==> config.mk <==
export PLATFORM = sky130hd
export DESIGN_NAME = lookup3_byte_hash_unit
export DESIGN_NICKNAME = d
export VERILOG_FILES = /design/src/sv/lbh_pkg.sv /design/src/sv/lookup3_byte_hash_unit.sv /design/src/sv/lbh_mix_pipe.sv /design/src/sv/lbh_final_pipe.sv /design/src/sv/lbh_front.sv
export SDC_FILE = /design/constraint.sdc
export NUM_CORES = 2
export LEC_CHECK = 0
export BUFFER_PORTS_ARGS = -buffer_cell sky130_fd_sc_hd__buf_2
export CAP_MARGIN = 20
export CORE_MARGIN = 2
export CORE_UTILIZATION = 40
export CTS_CLUSTER_SIZE = 16
export DETAILED_ROUTE_END_ITERATION = 16
export PLACE_DENSITY = 0.62
export SLEW_MARGIN = 20
export SYNTH_ARGS = -nofsm -noshare
export SYNTH_HDL_FRONTEND = slang
export SYNTH_SLANG_ARGS = --single-unit
==> constraint.sdc <==
create_clock -name i_clk -period 16 [get_ports i_clk]
set_input_delay 2.4 -clock i_clk [delete_from_list [all_inputs] [get_ports i_clk]]
set_output_delay 2.4 -clock i_clk [all_outputs]
set_load 0.01 [all_outputs]
==> src/sv/lbh_pkg.sv <==
// Shared types, constants and round functions for the byte hash unit.
package lbh_pkg;

    localparam int          MAX_KEY_LENGTH    = 256;
    localparam int          LEN_W             = 9;
    localparam int          POS_W             = 4;
    localparam int          BLOCK_BYTES       = 12;
    localparam int          MIX_LINES         = 6;
    localparam int          FINAL_LINES       = 7;
    localparam logic [31:0] SEED_BASE         = 32'hdeadbeef;
    localparam logic [31:0] HASH_MASK         = 32'h0000_7fff;
    localparam logic [31:0] INIT_VALUE_RESET  = 32'd146;
    localparam logic [POS_W-1:0] LAST_POS     = POS_W'(BLOCK_BYTES - 1);

    typedef struct packed {
        logic [31:0] a;
        logic [31:0] b;
        logic [31:0] c;
    } t_hash_state;

    typedef struct packed {
        logic        vld;
        t_hash_state st;
    } t_mix_job;

    typedef struct packed {
        logic        vld;
        logic        bypass;
        t_hash_state st;
    } t_fin_job;

    function automatic logic [31:0] rotl(input logic [31:0] x, input logic [4:0] k);
        logic [63:0] t;
        t = {x, x} << k;
        return t[63:32];
    endfunction

    function automatic t_hash_state mix_line(input logic [2:0] idx, input t_hash_state v);
        t_hash_state r;
        r = v;
        case (idx)
            3'd0: begin r.a = (v.a - v.c) ^ rotl(v.c, 5'd4);  r.c = v.c + v.b; end
            3'd1: begin r.b = (v.b - v.a) ^ rotl(v.a, 5'd6);  r.a = v.a + v.c; end
            3'd2: begin r.c = (v.c - v.b) ^ rotl(v.b, 5'd8);  r.b = v.b + v.a; end
            3'd3: begin r.a = (v.a - v.c) ^ rotl(v.c, 5'd16); r.c = v.c + v.b; end
            3'd4: begin r.b = (v.b - v.a) ^ rotl(v.a, 5'd19); r.a = v.a + v.c; end
            3'd5: begin r.c = (v.c - v.b) ^ rotl(v.b, 5'd4);  r.b = v.b + v.a; end
            default: r = v;
        endcase
        return r;
    endfunction

    function automatic t_hash_state final_line(input logic [2:0] idx, input t_hash_state v);
        t_hash_state r;
        r = v;
        case (idx)
            3'd0: r.c = (v.c ^ v.b) - rotl(v.b, 5'd14);
            3'd1: r.a = (v.a ^ v.c) - rotl(v.c, 5'd11);
            3'd2: r.b = (v.b ^ v.a) - rotl(v.a, 5'd25);
            3'd3: r.c = (v.c ^ v.b) - rotl(v.b, 5'd16);
            3'd4: r.a = (v.a ^ v.c) - rotl(v.c, 5'd4);
            3'd5: r.b = (v.b ^ v.a) - rotl(v.a, 5'd14);
            3'd6: r.c = (v.c ^ v.b) - rotl(v.b, 5'd24);
            default: r = v;
        endcase
        return r;
    endfunction

endpackage

==> src/sv/lookup3_byte_hash_unit.sv <==
// Top level of the streaming lookup3 little-endian byte hash unit.
// Takes one key byte per cycle while o_stall is low; a result becomes valid once the final
// pipeline has taken a key's last byte (or a zero-length key); results can leave one per cycle while i_stall is low.
// A full 12-byte block feeds a 6-stage mix pipeline whose state returns to the front end;
// a block-ending or key-ending byte arriving before that is held off until it returns.
// Synchronous active-low reset clears valid, length, position and base state, sets initial_value to 146.
module lookup3_byte_hash_unit (
    input  logic                      i_clk,
    input  logic                      i_rst_n,
    input  logic                      i_valid,
    output logic                      o_stall,
    input  logic [7:0]                i_key_byte,
    input  logic [lbh_pkg::LEN_W-1:0] i_key_length,
    output logic                      o_valid,
    input  logic                      i_stall,
    output logic [31:0]               o_hash_value,
    input  logic                      i_cfg_we,
    input  logic [31:0]               i_cfg_wdata
);
    logic                 adv;
    logic                 mix_busy;
    logic                 mix_done;
    lbh_pkg::t_hash_state mix_result;
    lbh_pkg::t_mix_job    mix_job;
    lbh_pkg::t_fin_job    fin_job;

    lbh_front u_front (
        .i_clk        (i_clk),
        .i_rst_n      (i_rst_n),
        .i_valid      (i_valid),
        .o_stall      (o_stall),
        .i_key_byte   (i_key_byte),
        .i_key_length (i_key_length),
        .i_cfg_we     (i_cfg_we),
        .i_cfg_wdata  (i_cfg_wdata),
        .i_adv        (adv),
        .i_mix_busy   (mix_busy),
        .i_mix_done   (mix_done),
        .i_mix_result (mix_result),
        .o_mix_job    (mix_job),
        .o_fin_job    (fin_job)
    );

    lbh_mix_pipe u_mix (
        .i_clk    (i_clk),
        .i_rst_n  (i_rst_n),
        .i_job    (mix_job),
        .o_busy   (mix_busy),
        .o_done   (mix_done),
        .o_result (mix_result)
    );

    lbh_final_pipe u_fin (
        .i_clk        (i_clk),
        .i_rst_n      (i_rst_n),
        .i_job        (fin_job),
        .o_adv        (adv),
        .o_valid      (o_valid),
        .i_stall      (i_stall),
        .o_hash_value (o_hash_value)
    );

endmodule

==> src/sv/lbh_mix_pipe.sv <==
// Mix round pipeline: one mix line per stage, result written back to the front end.
module lbh_mix_pipe (
    input  logic                 i_clk,
    input  logic                 i_rst_n,
    input  lbh_pkg::t_mix_job    i_job,
    output logic                 o_busy,
    output logic                 o_done,
    output lbh_pkg::t_hash_state o_result
);
    localparam int N = lbh_pkg::MIX_LINES;

    logic [N:0]           r_vld;
    lbh_pkg::t_hash_state r_st [N+1];

    always_ff @(posedge i_clk) begin
        if (!i_rst_n) begin
            r_vld <= '0;
        end else begin
            r_vld <= {r_vld[N-1:0], i_job.vld};
        end
    end

    always_ff @(posedge i_clk) begin
        r_st[0] <= i_job.st;
        for (int s = 1; s <= N; s++) begin
            r_st[s] <= lbh_pkg::mix_line(3'(s - 1), r_st[s-1]);
        end
    end

    assign o_busy   = |r_vld;
    assign o_done   = r_vld[N];
    assign o_result = r_st[N];

endmodule

==> src/sv/lbh_final_pipe.sv <==
// Final round pipeline with output register and stall handling.
module lbh_final_pipe (
    input  logic              i_clk,
    input  logic              i_rst_n,
    input  lbh_pkg::t_fin_job i_job,
    output logic              o_adv,
    output logic              o_valid,
    input  logic              i_stall,
    output logic [31:0]       o_hash_value
);
    localparam int N = lbh_pkg::FINAL_LINES;

    logic [N:0]           r_vld;
    logic [N:0]           r_byp;
    lbh_pkg::t_hash_state r_st [N+1];

    assign o_adv = !(r_vld[N] && i_stall);

    always_ff @(posedge i_clk) begin
        if (!i_rst_n) begin
            r_vld <= '0;
        end else if (o_adv) begin
            r_vld <= {r_vld[N-1:0], i_job.vld};
        end
    end

    always_ff @(posedge i_clk) begin
        if (o_adv) begin
            r_byp[0] <= i_job.bypass;
            r_st[0]  <= i_job.st;
            for (int s = 1; s <= N; s++) begin
                r_byp[s] <= r_byp[s-1];
                r_st[s]  <= r_byp[s-1] ? r_st[s-1]
                                       : lbh_pkg::final_line(3'(s - 1), r_st[s-1]);
            end
        end
    end

    assign o_valid      = r_vld[N];
    assign o_hash_value = r_byp[N] ? r_st[N].c : (r_st[N].c & lbh_pkg::HASH_MASK);

endmodule

==> src/sv/lbh_front.sv <==
// Front end: key sequencing, byte lanes, base state and job issue.
module lbh_front (
    input  logic                         i_clk,
    input  logic                         i_rst_n,
    input  logic                         i_valid,
    output logic                         o_stall,
    input  logic [7:0]                   i_key_byte,
    input  logic [lbh_pkg::LEN_W-1:0]    i_key_length,
    input  logic                         i_cfg_we,
    input  logic [31:0]                  i_cfg_wdata,
    input  logic                         i_adv,
    input  logic                         i_mix_busy,
    input  logic                         i_mix_done,
    input  lbh_pkg::t_hash_state         i_mix_result,
    output lbh_pkg::t_mix_job            o_mix_job,
    output lbh_pkg::t_fin_job            o_fin_job
);
    localparam int LW = lbh_pkg::LEN_W;
    localparam int PW = lbh_pkg::POS_W;
    localparam int NB = lbh_pkg::BLOCK_BYTES;

    logic [31:0]          r_init;
    logic [LW-1:0]        r_left;
    logic [PW-1:0]        r_pos;
    logic [7:0]           r_k [NB];
    lbh_pkg::t_hash_state r_base;

    logic                 new_key;
    logic [LW-1:0]        len_sat;
    logic [31:0]          seed;
    logic [PW-1:0]        pos;
    logic [LW-1:0]        left_now;
    logic                 zero_key;
    logic                 last;
    logic                 blk_end;
    logic                 accept;
    logic [7:0]           k_cur [NB];
    lbh_pkg::t_hash_state base;
    lbh_pkg::t_hash_state sum;
    logic [LW-1:0]        n_left;
    logic [PW-1:0]        n_pos;

    always_comb begin
        new_key  = (r_left == '0);
        len_sat  = (32'(i_key_length) > 32'(lbh_pkg::MAX_KEY_LENGTH))
                   ? LW'(lbh_pkg::MAX_KEY_LENGTH) : i_key_length;
        seed     = lbh_pkg::SEED_BASE + 32'(len_sat) + r_init;
        pos      = new_key ? '0 : ((r_pos > lbh_pkg::LAST_POS) ? lbh_pkg::LAST_POS : r_pos);
        left_now = new_key ? len_sat : r_left;
        zero_key = new_key && (len_sat == '0);
        last     = !zero_key && (left_now == LW'(1));
        blk_end  = !zero_key && !last && (pos == lbh_pkg::LAST_POS);
        base     = new_key ? '{a: seed, b: seed, c: seed} : r_base;
        for (int j = 0; j < NB; j++) begin
            if (PW'(j) < pos) begin
                k_cur[j] = r_k[j];
            end else if (PW'(j) == pos) begin
                k_cur[j] = i_key_byte;
            end else begin
                k_cur[j] = '0;
            end
        end
        sum.a = base.a + {k_cur[3], k_cur[2], k_cur[1], k_cur[0]};
        sum.b = base.b + {k_cur[7], k_cur[6], k_cur[5], k_cur[4]};
        sum.c = base.c + {k_cur[11], k_cur[10], k_cur[9], k_cur[8]};
        n_left = left_now - LW'(1);
        n_pos  = (last || blk_end) ? '0 : pos + PW'(1);
    end

    assign o_stall = !i_adv
                   || (i_mix_busy && ((r_left == LW'(1)) || (r_pos >= lbh_pkg::LAST_POS)));
    assign accept  = i_valid && !o_stall;

    assign o_mix_job.vld = accept && blk_end;
    assign o_mix_job.st  = sum;

    assign o_fin_job.vld    = accept && (zero_key || last);
    assign o_fin_job.bypass = zero_key;
    assign o_fin_job.st     = zero_key ? base : sum;

    always_ff @(posedge i_clk) begin
        if (!i_rst_n) begin
            r_init <= lbh_pkg::INIT_VALUE_RESET;
            r_left <= '0;
            r_pos  <= '0;
            r_base <= '0;
        end else begin
            if (i_cfg_we) begin
                r_init <= i_cfg_wdata;
            end
            if (i_mix_done) begin
                r_base <= i_mix_result;
            end
            if (accept && !zero_key) begin
                if (new_key) begin
                    r_base <= base;
                end
                r_left <= n_left;
                r_pos  <= n_pos;
            end
        end
    end

    always_ff @(posedge i_clk) begin
        if (accept && !zero_key) begin
            r_k[pos] <= i_key_byte;
        end
    end

endmodule

==> impl_metrics.env <==
export IMPL_fmax_mhz=120
export IMPL_synth_distinct_cells=96
export IMPL_rows=171
export IMPL_slew_headroom=0.279
export IMPL_nets=9579
export IMPL_n_fill_cell=20522
export IMPL_crit_required_ns=16.53
export IMPL_gp_congestion=0.962
export IMPL_grt_ovfl_total=0
export IMPL_dp_hpwl_um=240000
export IMPL_die_h_um=472
export IMPL_finalSetupTns_ns=0
export IMPL_hold_violations=0
export IMPL_ctsResizeCount=0
export IMPL_die_x_um=472
export IMPL_drtIter0Drc=6411
export IMPL_synthToLayoutAreaGrowth_pct=10.9
export IMPL_ys_warn_count=0
export IMPL_antenna_found_initial=24
export IMPL_crit_arrival_ns=8.88
export IMPL_numCtsBuffers=179
export IMPL_ys_top_cells_by_area="edfxtp_1 (26%), dfxtp_1 (19%), ha_1 (10%)"
export IMPL_final_min_clock_period_ns=8.36
export IMPL_critPathLaunchType="primary input"
export IMPL_critPathBufInv=4
export IMPL_crit_slowest_cell="a21oi_1"
export IMPL_dr_pass1_iters=8
export IMPL_h_tree_depth=4
export IMPL_core_sq_um=218000
export IMPL_grt_start_max_net_pins=133
export IMPL_period_share=0.522
export IMPL_status="finished clean"
export IMPL_pin_count=88
export IMPL_final_util=0.447
export IMPL_drive_gt1_frac=0.0642
export IMPL_wl_per_cell_um=25.5
export IMPL_cts_root_buf="clkbuf_16"
export IMPL_end_kind="flop"
export IMPL_drv_slew=0
export IMPL_criticalPathCategory="in2reg"
export IMPL_worstMarginPinSlew_ns=1.08
export IMPL_syn_cell_area_sq_um=87700
export IMPL_ys_async_sr_fraction=0
export IMPL_via_per_inst=5.55
export IMPL_whs_path_depth=0
export IMPL_critPathMaxFanout=15
export IMPL_clkSinkCount=1596
export IMPL_syn_inst=8667
export IMPL_path_depth=28
export IMPL_synth_top_area_frac=0.263
export IMPL_synth_nets=9470
export IMPL_clk_pin_slew_worst_paths_ns=0.06
export IMPL_finalSetupViolCount=0
export IMPL_synthFlopType="dfxtp_1"
export IMPL_maxCapViolations=0
export IMPL_finClkSkew_ns=0.0785
export IMPL_port_buffers=87
export IMPL_grt_pass1_wl_um=429000
export IMPL_rsz0062_at_grt="no"
export IMPL_route_antenna_remaining_nets=0
export IMPL_synth_area_per_cell_sq_um=10.1
export IMPL_cts_setup_buffers=0
export IMPL_drc=0
export IMPL_cp_top_family="compound AO/OA/AOI/OAI gates"
export IMPL_vias=65469
export IMPL_track_usage=0.263
export IMPL_grt_pass1_vias=61944
export IMPL_holdCritPathClass="reg2reg"
export IMPL_routed_wl_um=300000
export IMPL_ys_ff_latch=1596
export IMPL_synth_edf_count=768
export IMPL_hold_buffers=0
export IMPL_clock_latency_ns=0.86
export IMPL_synth_top_cell_by_area="edfxtp_1"
export IMPL_worstRegToRegCells=27
export IMPL_ys_seq_area_frac=0.452
export IMPL_tritoncts="built"
export IMPL_start_util=0.403
export IMPL_cp_slowest_stage_delay_ns=0.63
export IMPL_clock_path_buffers=3
export IMPL_die_area_sq_um=223000
export IMPL_rrSetupSlack_ns=9.21
stage by stage:
stage | setup slack [ns] | instance area, sq um | instances | hold slack [ns]
CTS | 7.78 | 97200 | 11782 | 0.346
floorplan | 2.38 | 87700 | 8667 | 0.334
global route | 7.30 | 97200 | 11782 | 0.341
global placement | 6.87 | 91300 | 11449 | 0.341
detailed placement | 6.94 | 91300 | 11449 | 0.340
finish | 7.64 | 97200 | 11790 | 0.347
cell type report:
| class | instances | area (sq um) | area share |
|---|---|---|---|
| Antenna cell | 8 | 20.0 | 0.000206 |
| Clock buffer | 233 | 4890 | 0.0502 |
| Clock inverter | 100 | 1070 | 0.0110 |
| Inverter | 629 | 2360 | 0.0243 |
| Multi-Input combinational cell | 6232 | 44900 | 0.461 |
| Sequential cell | 1596 | 39600 | 0.408 |
| Tap cell | 2854 | 3570 | 0.0367 |
| Timing Repair Buffer | 138 | 835 | 0.00858 |
per-layer routing:
metal | routed length [um] | part of all wire | vias up | track usage
met5 | 28 | 0.000093 | - | 0
met4 | 10800 | 0.036 | 4 | 0.0893
met3 | 19000 | 0.063 | 407 | 0.0388
met2 | 131000 | 0.44 | 2177 | 0.406
met1 | 139000 | 0.46 | 31701 | 0.375
li1 | - | - | 31180 | -
cell usage in the layout, fill, tap and decap left out, types with 42 or more instances in the layout:
master	netlist	final
o31ai_1	61	61
and2_1	59	59
mux2_2	60	60
nor3_1	101	99
o21a_1	130	130
inv_1	626	625
nand2b_1	95	95
dfxtp_1	828	827
clkbuf_16	0	179
a211oi_1	62	62
xor2_1	480	480
nand2_1	630	628
nor2_1	453	452
a21o_1	407	407
nand3_1	122	121
xnor2_1	583	583
o21ai_0	544	544
buf_2	1	87
a21oi_1	665	665
nand4_1	42	42
a31oi_1	72	72
buf_4	15	49
ha_1	726	726
edfxtp_1	768	768
nor2b_1	87	87
o21bai_1	88	88
and3_1	99	99
mux2i_1	106	106
cells by family after synthesis:
group / count (synthesis) / synth area share
AO/OA/AOI/OAI: 2405 / 0.176
AND/OR/NAND/NOR: 1843 / 0.0993
XOR/XNOR: 1064 / 0.106
multiplexers: 171 / 0.0212
flip-flops: 1596 / 0.452
buffers and inverters: 839 / 0.0366
adder cells (fa/ha/maj): 749 / 0.109
worst paths after layout:
| path | startpoint | to |
|---|---|---|
| setup reg to reg | u_front.r_init[1] | u_fin.r_st[0][95] |
| hold / removal | u_mix.r_st[0][32] | u_mix.r_st[1][32] |
| setup / recovery | i_key_length[8] | u_fin.r_st[0][95] |
| hold reg to reg | u_mix.r_st[0][32] | u_mix.r_st[1][32] |
state kept, by name, summed over array words and instances, names as in the netlist:
register,cells
u_front.r_pos,4
u_mix.r_st,672
u_front.r_left,9
u_front.r_init,32
u_fin.r_st,672
u_fin.r_vld,8
u_front.r_k,88
u_mix.r_vld,7
u_front.r_base,96
u_fin.r_byp,8
cells in the mapped netlist (31+ instances only):
library cell and instances:
a211oi_1 62, a21o_1 407, a21oi_1 665, a22o_1 31, a31oi_1 72, and2_1 59
and3_1 99, clkbuf_1 174, dfxtp_1 828, edfxtp_1 768, ha_1 726, inv_1 626
mux2_2 60, mux2i_1 106, nand2_1 630, nand2b_1 95, nand3_1 122, nand4_1 42
nor2_1 453, nor2b_1 87, nor3_1 101, nor4_1 32, o211ai_1 36, o21a_1 130
o21ai_0 544, o21bai_1 88, o31ai_1 61, xnor2_1 583, xor2_1 480
Power is not shown: default switching activity piles up to over one toggle a cycle in this logic, so the estimate is an artifact.
